$ cat src/dar_pkg.sv
`default_nettype none

package dar_pkg;

	// Default repeat timing, in frames
	localparam int REPEAT_DELAY_DEF  = 30;
	localparam int SPEEDUP_AT_DEF    = 90;
	localparam int SLOW_INTERVAL_DEF = 10;
	localparam int FAST_INTERVAL_DEF = 5;

	// Field widths
	localparam int POS_W       = 16;
	localparam int IN_TDATA_W  = 56;
	localparam int OUT_TDATA_W = 8;
	localparam int CFG_IDX_W   = 3;
	localparam int CFG_DATA_W  = 16;

	// Input beat layout
	localparam int IN_X_LSB   = 0;
	localparam int IN_Y_LSB   = 16;
	localparam int IN_HAT_LSB = 32;
	localparam int IN_KEY_LSB = 48;
	localparam int IN_OK_BIT  = 52;

	// Direction lanes, also the bit order of the result beat
	localparam int DIR_UP    = 0;
	localparam int DIR_DOWN  = 1;
	localparam int DIR_LEFT  = 2;
	localparam int DIR_RIGHT = 3;
	localparam int NUM_DIR   = 4;

	// Register indexes
	localparam logic [CFG_IDX_W-1:0] CFG_PAD_MODE   = 3'd0;
	localparam logic [CFG_IDX_W-1:0] CFG_LOW_THR    = 3'd1;
	localparam logic [CFG_IDX_W-1:0] CFG_HIGH_THR   = 3'd2;
	localparam logic [CFG_IDX_W-1:0] CFG_HAT_UP     = 3'd3;
	localparam logic [CFG_IDX_W-1:0] CFG_HAT_RIGHT  = 3'd4;
	localparam logic [CFG_IDX_W-1:0] CFG_HAT_DOWN   = 3'd5;
	localparam logic [CFG_IDX_W-1:0] CFG_HAT_LEFT   = 3'd6;

	// Register reset values
	localparam logic [POS_W-1:0] LOW_THR_RST   = 16'h6fff;
	localparam logic [POS_W-1:0] HIGH_THR_RST  = 16'h8fff;
	localparam logic [POS_W-1:0] HAT_UP_RST    = 16'd0;
	localparam logic [POS_W-1:0] HAT_RIGHT_RST = 16'd9000;
	localparam logic [POS_W-1:0] HAT_DOWN_RST  = 16'd18000;
	localparam logic [POS_W-1:0] HAT_LEFT_RST  = 16'd27000;

endpackage

`default_nettype wire

$ cat src/direction_auto_repeat.sv
// Cursor direction pulses with typematic auto-repeat and acceleration.
//
// Input stream (s_axis_*): one beat per frame carrying stick X/Y, the hat
// code, four keyboard press edges and the pad read-ok flag. Output stream
// (m_axis_*): one beat per input beat with up/down/left/right pulse bits.
// Config channel (cfg_*): register index plus data, always ready; write only
// while no beat is in flight.
//
// A beat accepted on s_axis shows on m_axis in the next cycle. Throughput
// is one beat per cycle while the receiver takes beats; all per-frame work
// (threshold compares, hat match, hold counters, repeat table lookup) sits
// between the input handshake and the single output register.
// When the receiver stalls, the output register holds its beat and
// s_axis_tready drops until that beat is taken; a beat can be taken in the
// same cycle a new one is accepted.
// Reset: registers go to their default values, hold counters, previous pad
// readings and the keyboard-only latch clear, and the output is empty.
// A failed read in pad mode latches keyboard-only mode until the next reset.
`default_nettype none

module direction_auto_repeat #(
	parameter int REPEAT_DELAY  = dar_pkg::REPEAT_DELAY_DEF,
	parameter int SPEEDUP_AT    = dar_pkg::SPEEDUP_AT_DEF,
	parameter int SLOW_INTERVAL = dar_pkg::SLOW_INTERVAL_DEF,
	parameter int FAST_INTERVAL = dar_pkg::FAST_INTERVAL_DEF
) (
	input  wire logic                             clk,
	input  wire logic                             arst_n,
	// stick_x, stick_y, hat_code, key_up_edge, key_down_edge,
	// key_left_edge, key_right_edge, pad_read_ok, zero pad
	input  wire logic [dar_pkg::IN_TDATA_W-1:0]   s_axis_tdata,
	input  wire logic                             s_axis_tvalid,
	output logic                                  s_axis_tready,
	// move_up, move_down, move_left, move_right, zero pad
	output logic      [dar_pkg::OUT_TDATA_W-1:0]  m_axis_tdata,
	output logic                                  m_axis_tvalid,
	input  wire logic                             m_axis_tready,
	input  wire logic                             cfg_valid,
	output logic                                  cfg_ready,
	input  wire logic [dar_pkg::CFG_IDX_W-1:0]    cfg_index,
	input  wire logic [dar_pkg::CFG_DATA_W-1:0]   cfg_data
);

	localparam int HOLD_BASE = (SPEEDUP_AT > REPEAT_DELAY) ? SPEEDUP_AT : REPEAT_DELAY + 1;
	localparam int CAP       = HOLD_BASE + FAST_INTERVAL - 1;
	localparam int CNT_W     = $clog2(CAP + 1);
	localparam int POS_W     = dar_pkg::POS_W;
	localparam int NUM_DIR   = dar_pkg::NUM_DIR;

	typedef logic [CNT_W-1:0] cnt_t;
	typedef logic [POS_W-1:0] pos_t;

	// Repeat pulse per count value, built at elaboration with phase counters
	function automatic logic [CAP:0] rep_table();
		logic [CAP:0] t;
		int           slow_ph;
		int           fast_ph;
		t       = '0;
		slow_ph = 0;
		fast_ph = 0;
		for (int c = 0; c <= CAP; c++) begin
			t[c]    = (c > REPEAT_DELAY) && ((c < SPEEDUP_AT) ? (slow_ph == 0) : (fast_ph == 0));
			slow_ph = (slow_ph == SLOW_INTERVAL - 1) ? 0 : slow_ph + 1;
			fast_ph = (fast_ph == FAST_INTERVAL - 1) ? 0 : fast_ph + 1;
		end
		return t;
	endfunction

	localparam logic [CAP:0] REP_TABLE = rep_table();
	localparam cnt_t         CNT_CAP   = cnt_t'(CAP);
	localparam cnt_t         CNT_WRAP  = cnt_t'(CAP + 1 - FAST_INTERVAL);

	// Next hold count: clear on release, fall back one fast interval at the cap
	function automatic cnt_t cnt_next(input cnt_t c, input logic held);
		cnt_t n;
		if (!held) begin
			n = '0;
		end else if (c == CNT_CAP) begin
			n = CNT_WRAP;
		end else begin
			n = c + cnt_t'(1);
		end
		return n;
	endfunction

	// Configuration registers
	logic pad_mode_q;
	pos_t low_thr_q;
	pos_t high_thr_q;
	pos_t hat_cfg_q [NUM_DIR];

	// Frame state
	pos_t prev_x_q;
	pos_t prev_y_q;
	pos_t prev_hat_q;
	cnt_t stick_cnt_q [NUM_DIR];
	cnt_t hat_cnt_q [NUM_DIR];
	logic kbd_latched_q;

	// Output register
	logic                            out_valid_q;
	logic [dar_pkg::OUT_TDATA_W-1:0] out_data_q;

	// Beat fields
	pos_t               in_x;
	pos_t               in_y;
	pos_t               in_hat;
	logic [NUM_DIR-1:0] in_key;
	logic               in_ok;
	logic               s_fire;
	logic               kbd_mode;

	// Per-lane decode
	logic [NUM_DIR-1:0] stick_now;
	logic [NUM_DIR-1:0] stick_before;
	logic [NUM_DIR-1:0] hat_now;
	logic [NUM_DIR-1:0] hat_edge;
	logic [NUM_DIR-1:0] pulse;
	cnt_t               stick_cnt_d [NUM_DIR];
	cnt_t               hat_cnt_d [NUM_DIR];

	assign in_x   = s_axis_tdata[dar_pkg::IN_X_LSB +: POS_W];
	assign in_y   = s_axis_tdata[dar_pkg::IN_Y_LSB +: POS_W];
	assign in_hat = s_axis_tdata[dar_pkg::IN_HAT_LSB +: POS_W];
	assign in_key = s_axis_tdata[dar_pkg::IN_KEY_LSB +: NUM_DIR];
	assign in_ok  = s_axis_tdata[dar_pkg::IN_OK_BIT];

	assign s_axis_tready = !out_valid_q || m_axis_tready;
	assign s_fire        = s_axis_tvalid && s_axis_tready;
	assign cfg_ready     = 1'b1;

	// A failed read already counts as keyboard mode in its own frame
	assign kbd_mode = !pad_mode_q || kbd_latched_q || !in_ok;

	// Stick threshold compares against the current and previous reading
	always_comb begin
		stick_now[dar_pkg::DIR_UP]       = in_y < low_thr_q;
		stick_now[dar_pkg::DIR_DOWN]     = in_y > high_thr_q;
		stick_now[dar_pkg::DIR_LEFT]     = in_x < low_thr_q;
		stick_now[dar_pkg::DIR_RIGHT]    = in_x > high_thr_q;
		stick_before[dar_pkg::DIR_UP]    = prev_y_q < low_thr_q;
		stick_before[dar_pkg::DIR_DOWN]  = prev_y_q > high_thr_q;
		stick_before[dar_pkg::DIR_LEFT]  = prev_x_q < low_thr_q;
		stick_before[dar_pkg::DIR_RIGHT] = prev_x_q > high_thr_q;
	end

	// Lanes: hat match, counters, pulse merge
	always_comb begin
		for (int d = 0; d < NUM_DIR; d++) begin
			hat_now[d]     = in_hat == hat_cfg_q[d];
			hat_edge[d]    = hat_now[d] && (prev_hat_q != hat_cfg_q[d]);
			stick_cnt_d[d] = cnt_next(stick_cnt_q[d], stick_now[d]);
			hat_cnt_d[d]   = cnt_next(hat_cnt_q[d], hat_now[d]);
			if (kbd_mode) begin
				pulse[d] = in_key[d];
			end else begin
				pulse[d] = in_key[d] || hat_edge[d]
					|| (stick_now[d] && !stick_before[d])
					|| (stick_now[d] && REP_TABLE[stick_cnt_d[d]])
					|| (hat_now[d] && REP_TABLE[hat_cnt_d[d]]);
			end
		end
	end

	// Register writes
	always_ff @(posedge clk or negedge arst_n) begin
		if (!arst_n) begin
			pad_mode_q                     <= 1'b1;
			low_thr_q                      <= dar_pkg::LOW_THR_RST;
			high_thr_q                     <= dar_pkg::HIGH_THR_RST;
			hat_cfg_q[dar_pkg::DIR_UP]     <= dar_pkg::HAT_UP_RST;
			hat_cfg_q[dar_pkg::DIR_DOWN]   <= dar_pkg::HAT_DOWN_RST;
			hat_cfg_q[dar_pkg::DIR_LEFT]   <= dar_pkg::HAT_LEFT_RST;
			hat_cfg_q[dar_pkg::DIR_RIGHT]  <= dar_pkg::HAT_RIGHT_RST;
		end else if (cfg_valid) begin
			unique case (cfg_index)
				dar_pkg::CFG_PAD_MODE:  pad_mode_q <= cfg_data[0];
				dar_pkg::CFG_LOW_THR:   low_thr_q <= cfg_data;
				dar_pkg::CFG_HIGH_THR:  high_thr_q <= cfg_data;
				dar_pkg::CFG_HAT_UP:    hat_cfg_q[dar_pkg::DIR_UP] <= cfg_data;
				dar_pkg::CFG_HAT_RIGHT: hat_cfg_q[dar_pkg::DIR_RIGHT] <= cfg_data;
				dar_pkg::CFG_HAT_DOWN:  hat_cfg_q[dar_pkg::DIR_DOWN] <= cfg_data;
				dar_pkg::CFG_HAT_LEFT:  hat_cfg_q[dar_pkg::DIR_LEFT] <= cfg_data;
				default: ;
			endcase
		end
	end

	// Frame state update, pad mode only; the latch sets on a failed read in pad mode
	always_ff @(posedge clk or negedge arst_n) begin
		if (!arst_n) begin
			prev_x_q      <= '0;
			prev_y_q      <= '0;
			prev_hat_q    <= '0;
			kbd_latched_q <= 1'b0;
			for (int d = 0; d < NUM_DIR; d++) begin
				stick_cnt_q[d] <= '0;
				hat_cnt_q[d]   <= '0;
			end
		end else if (s_fire) begin
			if (pad_mode_q && !in_ok) begin
				kbd_latched_q <= 1'b1;
			end
			if (!kbd_mode) begin
				prev_x_q   <= in_x;
				prev_y_q   <= in_y;
				prev_hat_q <= in_hat;
				for (int d = 0; d < NUM_DIR; d++) begin
					stick_cnt_q[d] <= stick_cnt_d[d];
					hat_cnt_q[d]   <= hat_cnt_d[d];
				end
			end
		end
	end

	// Output beat register
	always_ff @(posedge clk or negedge arst_n) begin
		if (!arst_n) begin
			out_valid_q <= 1'b0;
		end else if (s_fire) begin
			out_valid_q <= 1'b1;
		end else if (m_axis_tready) begin
			out_valid_q <= 1'b0;
		end
	end

	always_ff @(posedge clk) begin
		if (s_fire) begin
			out_data_q <= {{(dar_pkg::OUT_TDATA_W - NUM_DIR){1'b0}}, pulse};
		end
	end

	assign m_axis_tvalid = out_valid_q;
	assign m_axis_tdata  = out_data_q;

	// Keyboard-only latch never clears outside reset
	a_latch_sticky: assert property (@(posedge clk) disable iff (!arst_n)
		kbd_latched_q |=> kbd_latched_q)
		else $error("keyboard latch cleared");

	// In keyboard mode the beat is exactly the key edges
	a_kbd_pass: assert property (@(posedge clk) disable iff (!arst_n)
		(s_fire && kbd_mode) |=> (m_axis_tdata[NUM_DIR-1:0] == $past(in_key)))
		else $error("keyboard mode pulse mismatch");

	// Keyboard mode frames leave the pad history untouched
	a_kbd_hold: assert property (@(posedge clk) disable iff (!arst_n)
		(s_fire && kbd_mode) |=> ($stable(prev_x_q) && $stable(prev_hat_q)
			&& $stable(stick_cnt_q[dar_pkg::DIR_UP]) && $stable(hat_cnt_q[dar_pkg::DIR_LEFT])))
		else $error("pad state moved in keyboard mode");

	// Hold counters stay within the repeat cap
	a_cnt_bound: assert property (@(posedge clk) disable iff (!arst_n)
		(stick_cnt_q[0] <= CNT_CAP) && (stick_cnt_q[1] <= CNT_CAP)
		&& (stick_cnt_q[2] <= CNT_CAP) && (stick_cnt_q[3] <= CNT_CAP)
		&& (hat_cnt_q[0] <= CNT_CAP) && (hat_cnt_q[1] <= CNT_CAP)
		&& (hat_cnt_q[2] <= CNT_CAP) && (hat_cnt_q[3] <= CNT_CAP))
		else $error("hold counter above cap");

endmodule

`default_nettype wire

$ cat config.mk
export PLATFORM = sky130hd
export DESIGN_NAME = direction_auto_repeat
export DESIGN_NICKNAME = d
export VERILOG_FILES = /design/src/dar_pkg.sv /design/src/direction_auto_repeat.sv
export SDC_FILE = /design/constraint.sdc
export NUM_CORES = 1
export LEC_CHECK = 0
export ABC_AREA = 1
export BUFFER_PORTS_ARGS = -buffer_cell sky130_fd_sc_hd__buf_4
export CORE_ASPECT_RATIO = 0.5
export CORE_UTILIZATION = 40
export CTS_CLUSTER_SIZE = 8
export DETAILED_ROUTE_END_ITERATION = 16
export PLACE_DENSITY = 0.67
export SLEW_MARGIN = 20
export SYNTH_ARGS = -nofsm -noshare
export SYNTH_HDL_FRONTEND = slang
export SYNTH_SLANG_ARGS = --single-unit
$ cat constraint.sdc
create_clock -name clk -period 2.1 [get_ports clk]
set_clock_uncertainty 0.05 [all_clocks]
set_input_delay 0.42 -clock clk [delete_from_list [all_inputs] [get_ports clk]]
set_output_delay 0.42 -clock clk [all_outputs]
set_load 0.1 [all_outputs]
=== Word-level counts from Yosys, hierarchy flattened ===
Memory sizes are Yosys's and may differ from the RTL's.
Cells that the tools add are included.

* Add/sub/neg operators: 8
* $lt $le $gt $ge: 16
* Equality and inequality tests: 22
* Multiplexer cells: 30
* Bitwise operators: 1
* Reduce and logical (&&, ||, !) cells: 55

{| class="wikitable"
|+ Operators by type and width
! cell !! count
|-
| 2-to-1 mux 7 bit || 16
|-
| equality test 16 bit || 4
|-
| greater-than comparator 16 bit || 4
|-
| less-than comparator 16 bit || 4
|-
| less-than comparator 7 x 8 -> 1 bit (second input constant) || 8
|-
| != test 16 bit || 4
|-
| adder 7 x 1 -> 7 bit (second input constant) || 8
|-
| equality test 7 bit (second input constant) || 8
|-
| logical OR 1 bit || 19
|-
| logical AND 1 bit || 18
|-
| AND reduction 2 bit || 9
|-
| 2-to-1 mux 1 bit || 14
|-
| equality test 3 bit (second input constant) || 3
|-
| zero test 1 bit || 7
|-
| equality test 3 x 2 -> 1 bit (second input constant) || 2
|-
| equality test 3 x 1 -> 1 bit (second input constant) || 1
|-
| zero test 3 bit || 1
|-
| nonzero test 2 bit || 1
|-
| inverter 1 bit || 1
|}

* Register bits: 207
* Memory bits (read-only): 1024
* Input port bits: 80
* Memories: 8

{| class="wikitable"
|+ Memories
! memory !! depth !! bits a word !! rd ports !! clocked after Yosys merged registers in !! wr ports !! RTL line !! text
|-
| (no name shown) || 128 || 1 || 1 || 0 || 0 || direction_auto_repeat.sv:160 || <nowiki>|| (hat_now[d] && REP_TABLE[hat_cnt_d[d]]);</nowiki>
|-
| (no name shown) || 128 || 1 || 1 || 0 || 0 || direction_auto_repeat.sv:159 || <nowiki>|| (stick_now[d] && REP_TABLE[stick_cnt_d[d]])</nowiki>
|-
| (no name shown) || 128 || 1 || 1 || 0 || 0 || direction_auto_repeat.sv:160 ||
|-
| (no name shown) || 128 || 1 || 1 || 0 || 0 || direction_auto_repeat.sv:159 ||
|-
| (no name shown) || 128 || 1 || 1 || 0 || 0 || direction_auto_repeat.sv:160 ||
|-
| (no name shown) || 128 || 1 || 1 || 0 || 0 || direction_auto_repeat.sv:159 ||
|-
| +2 memories || n/a || n/a || n/a || n/a || n/a || n/a ||
|}

=== Depth between registers and ports, before layout ===
Gate-level depths: netlist (run 1).

* Depth after elaboration: 9
* Gate-level depth with buffers: 21
* Depth with buffers taken out: 21

=== Least setup slack after synthesis (run 1) ===
OpenSTA, ideal clock, no wires.

* Path kind: reg-to-reg
* From: register out_valid_q, in the netlist m_axis_tvalid
* To: register prev_x_q[10]
* Arrival: 2907 ps
* Required time: 1984 ps
* Setup slack: -922 ps
* Cell stages (with the launch flop): 9
* Buffers on the path: 2
* Clock period less this slack: 3022 ps
* Cells stage by stage: dfrtp_1 -> nand2_1 -> nand2_1 -> nor2_1 -> inv_2 -> clkbuf_1 -> clkbuf_1 -> nand2_1 -> nand2_1

* Longest elaborated chain between the ends: 4

{| class="wikitable"
|+ Ends and longest elaborated chain
! what !! RTL line !! text
|-
| from (decl) || direction_auto_repeat.sv:101 || <nowiki>logic out_valid_q;</nowiki>
|-
| from (signal assigned) || direction_auto_repeat.sv:219 || <nowiki>out_valid_q <= 1'b0;</nowiki>
|-
| from (signal assigned) || direction_auto_repeat.sv:221 || <nowiki>out_valid_q <= 1'b1;</nowiki>
|-
| from (signal assigned) || direction_auto_repeat.sv:223 || <nowiki>out_valid_q <= 1'b0;</nowiki>
|-
| zero test 1 bit || direction_auto_repeat.sv:128 || <nowiki>assign s_axis_tready = !out_valid_q || m_axis_tready;</nowiki>
|-
| logical OR 1 bit || direction_auto_repeat.sv:128 ||
|-
| named net s_axis_tready || direction_auto_repeat.sv:33 || <nowiki>output logic s_axis_tready,</nowiki>
|-
| logical AND 1 bit || direction_auto_repeat.sv:129 || <nowiki>assign s_fire = s_axis_tvalid && s_axis_tready;</nowiki>
|-
| AND reduction 2 bit (no source line) || n/a ||
|-
| to (signal assigned) || direction_auto_repeat.sv:205 || <nowiki>prev_x_q <= in_x;</nowiki>
|-
| to (decl) || direction_auto_repeat.sv:93 || <nowiki>pos_t prev_x_q;</nowiki>
|}

The timed path passes the listed nets, and every way through them passes these cells.
A chain may end at the register's enable or synchronous reset.

=== Final worst setup path (run 1) ===
* From: register low_thr_q[14]
* To: register out_data_q (netlist bit m_axis_tdata[2]), data pin

* Longest elaborated chain between the ends: 8
* Elaborated cells between the ends (all ways): 12

{| class="wikitable"
|+ Ends and longest elaborated chain
! what !! RTL line !! text
|-
| from (decl) || direction_auto_repeat.sv:88 || <nowiki>pos_t low_thr_q;</nowiki>
|-
| from (signal assigned) || direction_auto_repeat.sv:169 || <nowiki>low_thr_q <= dar_pkg::LOW_THR_RST;</nowiki>
|-
| from (signal assigned) || direction_auto_repeat.sv:178 || <nowiki>dar_pkg::CFG_LOW_THR: low_thr_q <= cfg_data;</nowiki>
|-
| less-than comparator 16 bit || direction_auto_repeat.sv:139 || <nowiki>stick_now[dar_pkg::DIR_LEFT] = in_x < low_thr_q;</nowiki>
|-
| 2-to-1 mux 7 bit || direction_auto_repeat.sv:76 || <nowiki>if (!held) begin</nowiki>
|-
| memory (128 x 1 bit) || n/a ||
|-
| 2-to-1 mux 1 bit (not written as such) || direction_auto_repeat.sv:159 ||
|-
| logical AND 1 bit || direction_auto_repeat.sv:159 ||
|-
| logical OR 1 bit (*) || direction_auto_repeat.sv:159 ||
|-
| logical OR 1 bit (*) || direction_auto_repeat.sv:160 ||
|-
| 2-to-1 mux 1 bit (*) || direction_auto_repeat.sv:154 || <nowiki>if (kbd_mode) begin</nowiki>
|-
| named net pulse[2] || direction_auto_repeat.sv:118 || <nowiki>logic [NUM_DIR-1:0] pulse;</nowiki>
|-
| to (signal assigned) || direction_auto_repeat.sv:229 || <nowiki>out_data_q <= {{(dar_pkg::OUT_TDATA_W - NUM_DIR){1'b0}}, pulse};</nowiki>
|-
| to (decl) || direction_auto_repeat.sv:102 || <nowiki>logic [dar_pkg::OUT_TDATA_W-1:0] out_data_q;</nowiki>
|}

The timed path passes the listed nets; every way through them passes the cells marked *. The select of a mux whose other input is x is not followed.

==> results of run 1 <==
## kinds of logic after synthesis
group / count (synthesis) / share of synthesized area
xor gates and xnor gates: 139 / 0.0838
DFF: 207 / 0.362
adders and majority gates: 140 / 0.121
other: 2 / 0.000517
and+or+nand+nor: 841 / 0.247
buffers and inverters: 281 / 0.0758
AOI/OAI and AO/OA: 295 / 0.110
## metal layers
metal  routed length, µm  vias up  share of wire  track usage
li1                    -     6765              -            -
met1               20200     6255           0.48        0.324
met2               19200      300           0.45        0.370
met3                2260       46          0.053       0.0353
met4                 681        0          0.016       0.0434
met5                   0        -              0            0
## timing repair
| item | CTS | global route |
|---|---|---|
| hold buffers | 1 | 0 |
| endpoints found under the hold margin | 38 | 0 |
| setup endpoints to repair | 26 | 27 |
| cloned | 0 | 0 |
| setup buffers | 7 | 6 |
| pin swaps | 55 | 28 |
| gates resized for setup | 118 | 58 |
## through the flow
stage,area [µm²],hold WS [ps]
after global routing,19200,35.8
final,19200,40.0
after CTS,18900,17.7
after floorplan,14900,74.4
after global placement,17500,360
after detailed placement,17500,363
## flip-flops by register name, indices dropped and copies added, names as in the netlist
signal / count
hat_cfg_q: 64
hat_cnt_q: 28
stick_cnt_q: 28
high_thr_q: 16
low_thr_q: 16
prev_hat_q: 16
prev_x_q: 16
prev_y_q: 16
m_axis_tdata: 4
kbd_latched_q: 1
m_axis_tvalid: 1
pad_mode_q: 1
## critical path, stage by stage (launching register included)
cell and delay [ps]:
sky130_fd_sc_hd__dfstp_2 520, sky130_fd_sc_hd__inv_1 120, sky130_fd_sc_hd__ha_1 330, sky130_fd_sc_hd__nand4_1 230, sky130_fd_sc_hd__a21oi_2 230, sky130_fd_sc_hd__nor2_4 80, sky130_fd_sc_hd__nand4_1 150, sky130_fd_sc_hd__nor2_1 60
sky130_fd_sc_hd__nand2_1 50, sky130_fd_sc_hd__nand3_1 70, sky130_fd_sc_hd__nand2_1 90, sky130_fd_sc_hd__nand3_2 60, sky130_fd_sc_hd__nand2_2 80, sky130_fd_sc_hd__nand2_1 50, sky130_fd_sc_hd__nand2_1 60, sky130_fd_sc_hd__nand2_1 40
## power groups by stage
stage                     combinational (µW)  sequential, µW  clock, µW
after floorplan                         4960            6000          0
after global placement                  7790            6120          0
after detailed placement                7970            6140          0
after CTS                               8490            6120       4520
after global routing                    9840            6260       4670
final                                   8830            6140       4460
## cell usage in the layout (no fill, tap or decap), types with 9 or more instances in the layout
cell type / instances
sky130_fd_sc_hd__a21oi_1: 56
sky130_fd_sc_hd__a21oi_2: 15
sky130_fd_sc_hd__buf_12: 9
sky130_fd_sc_hd__buf_4: 283
sky130_fd_sc_hd__buf_6: 11
sky130_fd_sc_hd__clkbuf_1: 24
sky130_fd_sc_hd__clkbuf_16: 29
sky130_fd_sc_hd__dfrtp_1: 156
sky130_fd_sc_hd__dfstp_2: 46
sky130_fd_sc_hd__ha_1: 106
sky130_fd_sc_hd__ha_4: 33
sky130_fd_sc_hd__inv_1: 154
sky130_fd_sc_hd__inv_2: 42
sky130_fd_sc_hd__inv_4: 9
sky130_fd_sc_hd__nand2_1: 491
sky130_fd_sc_hd__nand2_2: 36
sky130_fd_sc_hd__nand2_4: 18
sky130_fd_sc_hd__nand3_1: 88
sky130_fd_sc_hd__nand3_2: 11
sky130_fd_sc_hd__nand4_1: 44
sky130_fd_sc_hd__nor2_1: 89
sky130_fd_sc_hd__nor2_2: 12
sky130_fd_sc_hd__nor2_4: 10
sky130_fd_sc_hd__nor3_1: 10
sky130_fd_sc_hd__o211ai_1: 12
sky130_fd_sc_hd__o21ai_0: 156
sky130_fd_sc_hd__o21ai_1: 18
sky130_fd_sc_hd__xnor2_1: 75
sky130_fd_sc_hd__xor2_1: 64
## worst min-delay path by stage
stage / from / to / slack (ps) / cells past startpoint
after floorplan: arst_n / hat_cfg_q[0]$_DFFE_PN0P_ / 70 / 0
after global placement: arst_n / prev_x_q[3]$_DFFE_PN0P_ / 360 / 1
after detailed placement: arst_n / prev_y_q[2]$_DFFE_PN0P_ / 360 / 1
after CTS: s_axis_tdata[20] / prev_y_q[4]$_DFFE_PN0P_ / 20 / 3
after global routing: s_axis_tdata[28] / prev_y_q[12]$_DFFE_PN0P_ / 40 / 3
final: s_axis_tdata[28] / prev_y_q[12]$_DFFE_PN0P_ / 40 / 3
## final cells by class
| class | instances | area, µm² | share of cell area |
|---|---|---|---|
| Timing Repair Buffer | 305 | 2450 | 0.128 |
| Multi-Input combinational cell | 1420 | 9170 | 0.479 |
| Tap cell | 475 | 594 | 0.0310 |
| Sequential cell | 207 | 5260 | 0.275 |
| Antenna cell | 1 | 2.50 | 0.000131 |
| Clock buffer | 53 | 816 | 0.0426 |
| Clock inverter | 1 | 20.0 | 0.00105 |
| Inverter | 212 | 835 | 0.0436 |
==> out/results.env, run 1 <==
OUTCOME='complete, but fails checks'
FAILED_CHECKS='setup timing'
FRACTION_OF_LAYOUT_CELLS_WITH_A_SIZE_SUFFIX_ABOVE_1=0.276
CRIT_START='low_thr_q[14]$_DFFE_PN1P_'
PLACED_CELLS=2606
RSZ0062_AT_GRT='yes'
POWER.LEAKAGE_uW=0.00927
POST_SYNTH_INSTANCE_AREA_UM2=14500
SYNTH_COMMON_CELLS='540 x sky130_fd_sc_hd__nand2_1, 178 x sky130_fd_sc_hd__inv_1, 171 x sky130_fd_sc_hd__o21ai_0'
NETLIST.AREA_LEADER.SHARE=0.270
SYNTH_EDF_COUNT=4
REQUIRED_ARRIVAL_TIME_AT_THE_WORST_ENDPOINT_PS=2370
CORE_AREA_UM2=35100
POWER.IR.VDD_WORST_uV=620
CTS.ROOT.BUFFER_CELL='sky130_fd_sc_hd__clkbuf_16'
INITIAL_CORE_UTILIZATION=0.414
YS_FF_LATCH=207
WL_PER_CELL_UM=15.8
GR-USAGE-ALL-LAYERS=0.228
PLACE.GP.CONGESTION=0.880
NUMBER_OF_VIAS_PER_CELL=5.00
INSERTION_DELAY_PS=570
CP_DATA_ARRIVAL_TIME_PS=2800
DIE-AREA_UM2=37100
SWITCHING_PART_OF_THE_TOTAL=0.392
YOSYSSEQAREASHARE=0.362
PORT_BUFFERS=82
MAX_CAP_VIOLATIONS=0
CRIT_PATH_END='m_axis_tdata[2]$_DFFE_PP_'
WORST_SLACK_PLACED_PS=-551
DETAILEDPLACEMENTHPWL_MM=31.4
CTS_NUM_SINKS=207
POST-ROUTE-MIN-PERIOD_PS=2530
GRT_PASS1_WL_MM=67.0
WORST_REG2REG_PATH_DEPTH=15
ROUTED_WL_MM=42.3
CLK_TRANSITION_REPORTED_PATHS_PS=60
YS_TOP_CELLS_BY_AREA='sky130_fd_sc_hd__dfrtp_1 27%, sky130_fd_sc_hd__nand2_1 14%, sky130_fd_sc_hd__ha_1 12%, sky130_fd_sc_hd__dfstp_2 8.3%, sky130_fd_sc_hd__o21ai_0 5.9%'
YOSYSTOPAREACELL='sky130_fd_sc_hd__dfrtp_1'
HOLD_VIOL=0
HTREEDEPTH=1
TIMING.FINAL.CRIT_SHARE=1.20
POSTROUTEANTENNANETS=0
SYNTH_CELLS=1905
IO_PINS=91
SETUP.WORST_PATH.CLASS='reg -> reg'
AREA_GROWTH_SYN_TO_LAYOUT_PCT=31.8
SETUP_WS_PS=-428
MOST_REPEATED_CELL_IN_THE_GATE_LEVEL_NETLIST_AFTER_SYNTHESIS='sky130_fd_sc_hd__nand2_1'
CRIT-REG2REG-CAPTURE='m_axis_tdata[2]$_DFFE_PP_'
PER_INSTANCE_AVERAGE_AREA_AFTER_SYNTHESIS_UM2=7.63
DIEHEIGHT_UM=137
CHIPWIDTH_UM=272
P_SEQ_FRAC=0.316
TRITONCTS='done'
FIN_SETUP_TNS_PS=-1970
SYNTH_CELL_TYPE_COUNT=54
POWER.NET_SWITCHING_uW=7620
RR_STARTPOINT='low_thr_q[14]$_DFFE_PN1P_'
SETUP.REG_TO_REG.WORST_SLACK_PS=-430
WORSTSETUPENDPOINTTYPE='flip-flop'
DETAILEDROUTE.FIRSTITERATIONVIOLATIONS=995
NUMBER_OF_ANTENNA_VIOLATIONS_AT_THE_FIRST_CHECK_IN_GLOBAL_ROUTING=1
CTS_BUFFER_COUNT=29
FILLCELLCOUNT=3191
CELL_ROWS=48
SHARE_COMB_OF_TOTAL_POWER=0.455
FIN_UTIL=0.545
SLEW_VIOLATIONS=0
POSTSYNTH.ASYNCRESETSHARE=0.981
GRT_PASS1_VIAS=12500
SETUP.WORST_PATH.START_CLASS='flip-flop'
DRT_PASS1_ITERATIONS=5
PATH_MAX_FANOUT=6
POST_LAYOUT_NONFILLER_INSTANCES=2674
GLOBALROUTE.TOTALOVERFLOW=0
TIMING.FMAX_MHz=396
TIMING.FINAL.SETUP_VIOLATIONS=10
VIAS=13400
POST-LAYOUT-TOTAL-POWER_uW=19400
GRT_START_MAX_NET_PINS=86
SHARE_CLK_OF_TOTAL_POWER=0.229
NET_TOTAL_IN_THE_FINAL_LAYOUT=2395
POST-ROUTE-DRC-COUNT=0
SYN_WARNINGS=0
POWERDENSITY_nW_PER_UM2=1010
DOMINANTREGCELLSYNTH='sky130_fd_sc_hd__dfrtp_1'
HOLD_PATH_CLASS='in -> reg'
POWER_REPORT.INTERNAL_TOTAL_uW=11800
CTSLONGESTPATHBUFFERS=3
No activity file was read; power rests on OpenSTA's default activity.
==> run 2: changes to the inputs <==
--- a/config.mk
+++ b/config.mk
@@ -12,6 +12,7 @@
 export CTS_CLUSTER_SIZE = 8
 export DETAILED_ROUTE_END_ITERATION = 16
 export PLACE_DENSITY = 0.67
+export RECOVER_POWER = 100
 export SLEW_MARGIN = 20
 export SYNTH_ARGS = -nofsm -noshare
 export SYNTH_HDL_FRONTEND = slang
==> run 2 against run 1 <==
Against the previous run:
- the flow still finishes with violations (setup timing)
- wire length is essentially flat
- largest cell class unchanged
- cell count is the same
- first-iteration DRC count is 8.7% higher
- count of clock-buffer cells in the layout unchanged
- global-route usage did not move
- die area stayed put
- critical endpoint unchanged
- maximum frequency about the same
- via count is 0.34% lower
- power decreased by 0.13%
==> out/results.env, run 2 (synthesis results as in run 1) <==
HTREEDEPTH=1  # unchanged
IO_PINS=91  # unchanged
POST-ROUTE-MIN-PERIOD_PS=2530  # about the same
SLEW_VIOLATIONS=0  # unchanged
LAYOUT_COMMONEST_CELL='sky130_fd_sc_hd__nand2_1'  # unchanged
HOLD_PATH_CLASS='in -> reg'  # unchanged
HOLD_VIOL=0  # unchanged
PLACE.GP.CONGESTION=0.880  # unchanged
POSTROUTEANTENNANETS=0  # unchanged
CRIT_START='low_thr_q[14]$_DFFE_PN1P_'  # unchanged
CTSLONGESTPATHBUFFERS=3  # unchanged
CTS_BUFFER_COUNT=29  # unchanged
DIEHEIGHT_UM=137  # unchanged
DETAILEDPLACEMENTHPWL_MM=31.4  # unchanged
FIN_UTIL=0.543  # was 0.545
SETUP_WS_PS=-430  # was -428 ps
CELL_ROWS=48  # unchanged
RR_STARTPOINT='low_thr_q[14]$_DFFE_PN1P_'  # unchanged
WORST-SLEW-PIN-TRANSITION_PS=1450
TIMING.FMAX_MHz=395  # was 396 MHz
MAX_FLOP_REGISTER='hat_cfg_q'  # unchanged
LARGEST_REG_FLOPS=64  # unchanged
GR-USAGE-ALL-LAYERS=0.228  # unchanged
POWER.IR.VDD_WORST_uV=618  # was 620 µV
CRIT-REG2REG-CAPTURE='m_axis_tdata[2]$_DFFE_PP_'  # unchanged
WL_PER_CELL_UM=15.8  # about the same
REQUIRED_ARRIVAL_TIME_AT_THE_WORST_ENDPOINT_PS=2370  # about the same
FILLCELLCOUNT=3209  # was 3191
CTS_NUM_SINKS=207  # unchanged
TOP_LIBRARY_CELLS_BY_USAGE_IN_THE_LAYOUT_FILL_AND_TAPS_ASIDE='492 x sky130_fd_sc_hd__nand2_1, 268 x sky130_fd_sc_hd__buf_4, 156 x sky130_fd_sc_hd__o21ai_0, 156 x sky130_fd_sc_hd__dfrtp_1, 154 x sky130_fd_sc_hd__inv_1'  # was 491 x sky130_fd_sc_hd__nand2_1, 283 x sky130_fd_sc_hd__buf_4, 156 x sky130_fd_sc_hd__o21ai_0, 156 x sky130_fd_sc_hd__dfrtp_1, 154 x sky130_fd_sc_hd__inv_1
NET_TOTAL_IN_THE_FINAL_LAYOUT=2395  # unchanged
FRACTION_OF_LAYOUT_CELLS_WITH_A_SIZE_SUFFIX_ABOVE_1=0.272  # was 0.276
NUMBER_OF_VIAS_PER_CELL=4.98  # was 5.00
DRT_PASS1_ITERATIONS=5  # unchanged
GRT_PASS1_VIAS=12500  # unchanged
FAILED_CHECKS='setup timing'  # unchanged
CLK_TRANSITION_REPORTED_PATHS_PS=60  # about the same
GLOBALROUTE.TOTALOVERFLOW=0  # unchanged
BIGGESTREGSBYFLOPS='hat_cfg_q (64), hat_cnt_q (28), stick_cnt_q (28)'  # unchanged
CORE_AREA_UM2=35100  # unchanged
POWERDENSITY_nW_PER_UM2=1020  # was 1010 nW/µm²
RSZ0062_AT_GRT='yes'  # unchanged
CTS.ROOT.BUFFER_CELL='sky130_fd_sc_hd__clkbuf_16'  # unchanged
TIMING.FINAL.CRIT_SHARE=1.20  # about the same
CHIPWIDTH_UM=272  # unchanged
MAX_CAP_VIOLATIONS=0  # unchanged
SETUP.WORST_PATH.CLASS='reg -> reg'  # unchanged
ROUTED_WL_MM=42.3  # about the same
CRIT_PATH_END='m_axis_tdata[2]$_DFFE_PP_'  # unchanged
WORST_SLEW_MARGIN_REL=0.0355
NUMBER_OF_ANTENNA_VIOLATIONS_AT_THE_FIRST_CHECK_IN_GLOBAL_ROUTING=1  # unchanged
TRITONCTS='done'  # unchanged
DIE-AREA_UM2=37100  # unchanged
SETUP.REG_TO_REG.WORST_SLACK_PS=-430  # about the same
PORT_BUFFERS=82  # unchanged
DETAILEDROUTE.FIRSTITERATIONVIOLATIONS=1082  # was 995
POST-ROUTE-DRC-COUNT=0  # unchanged
GRT_PASS1_WL_MM=67.0  # unchanged
GRT_START_MAX_NET_PINS=86  # unchanged
SETUP.WORST_PATH.START_CLASS='flip-flop'  # unchanged
TIMING.FINAL.SETUP_VIOLATIONS=70  # was 10
INITIAL_CORE_UTILIZATION=0.414  # unchanged
POST-LAYOUT-TOTAL-POWER_uW=19400  # about the same
VIAS=13300  # was 13.4k
WORST_REG2REG_PATH_DEPTH=15  # unchanged
OUTCOME='complete, but fails checks'  # unchanged
WORST_SLACK_PLACED_PS=-551  # unchanged
WORSTSETUPENDPOINTTYPE='flip-flop'  # unchanged
FIN_SETUP_TNS_PS=-8650  # was -1970 ps
AREA_GROWTH_SYN_TO_LAYOUT_PCT=31.2  # was 31.8%
INSERTION_DELAY_PS=570  # about the same
CP_DATA_ARRIVAL_TIME_PS=2800  # about the same
POWER.LEAKAGE_uW=0.00923  # was 0.00927 µW
PATH_MAX_FANOUT=6  # unchanged
run 2: worst min-delay path by stage:
stage,startpoint,end,slack [ps],cells past startpoint
2_1_floorplan,arst_n,hat_cfg_q[0]$_DFFE_PN0P_,70,0
3_3_place_gp,arst_n,prev_x_q[3]$_DFFE_PN0P_,360,1
3_5_place_dp,arst_n,prev_y_q[2]$_DFFE_PN0P_,360,1
4_1_cts,s_axis_tdata[20],prev_y_q[4]$_DFFE_PN0P_,20,3
5_1_grt,s_axis_tdata[28],prev_y_q[12]$_DFFE_PN0P_,40,3
6_report,s_axis_tdata[28],prev_y_q[12]$_DFFE_PN0P_,40,3
run 2: power by group:
part	internal (µW)	switching [µW]	total, µW	leakage, µW
Clock	2590	1860	4460	0.000396
Combinational	4030	4780	8810	0.00630
Sequential	5170	969	6140	0.00253
Total	11800	7610	19400	0.00923
run 2: area by class of cell:
type | instances | area [µm²] | share of cell area
clock buffers | 53 | 816 | 0.0428
clock inverters | 1 | 20.0 | 0.00105
flip-flops and latches | 207 | 5260 | 0.276
multi-input cells | 1420 | 9160 | 0.480
inverters | 212 | 835 | 0.0438
well taps | 475 | 594 | 0.0312
diodes | 1 | 2.50 | 0.000131
repair buffers | 305 | 2370 | 0.125
run 2: critical path, cell delays in order (launching register included):
cell                      delay (ps)
sky130_fd_sc_hd__dfstp_2         520
sky130_fd_sc_hd__inv_1           120
sky130_fd_sc_hd__ha_1            330
sky130_fd_sc_hd__nand4_1         230
sky130_fd_sc_hd__a21oi_2         230
sky130_fd_sc_hd__nor2_4           80
sky130_fd_sc_hd__nand4_1         150
sky130_fd_sc_hd__nor2_1           60
sky130_fd_sc_hd__nand2_1          50
sky130_fd_sc_hd__nand3_1          70
sky130_fd_sc_hd__nand2_1          90
sky130_fd_sc_hd__nand3_2          60
sky130_fd_sc_hd__nand2_2          90
sky130_fd_sc_hd__nand2_1          50
sky130_fd_sc_hd__nand2_1          60
sky130_fd_sc_hd__nand2_1          50
run 2: timing repair:
action | in CTS | in global routing
pin swaps | 55 | 28
hold endpoints to repair | 38 | 0
setup endpoints to repair | 26 | 27
buffers inserted | 7 | 6
hold buffers | 1 | 0
gates resized for setup | 118 | 58
run 2: routing by layer:
layer,share of wire,track usage,up-vias
met2,0.45,0.370,273
met5,0,0,-
li1,-,-,6762
met4,0.015,0.0434,0
met1,0.48,0.324,6242
met3,0.052,0.0353,44
run 2: per-stage QoR:
| step | hold WS [ps] | std cells | cell area, µm² |
|---|---|---|---|
| 4_1_cts | 17.7 | 2668 | 18900 |
| 3_3_place_gp | 360 | 2606 | 17500 |
| 2_1_floorplan | 74.4 | 1908 | 14900 |
| 5_1_grt | 35.8 | 2674 | 19100 |
| 3_5_place_dp | 363 | 2606 | 17500 |
| 6_report | 39.3 | 2674 | 19100 |
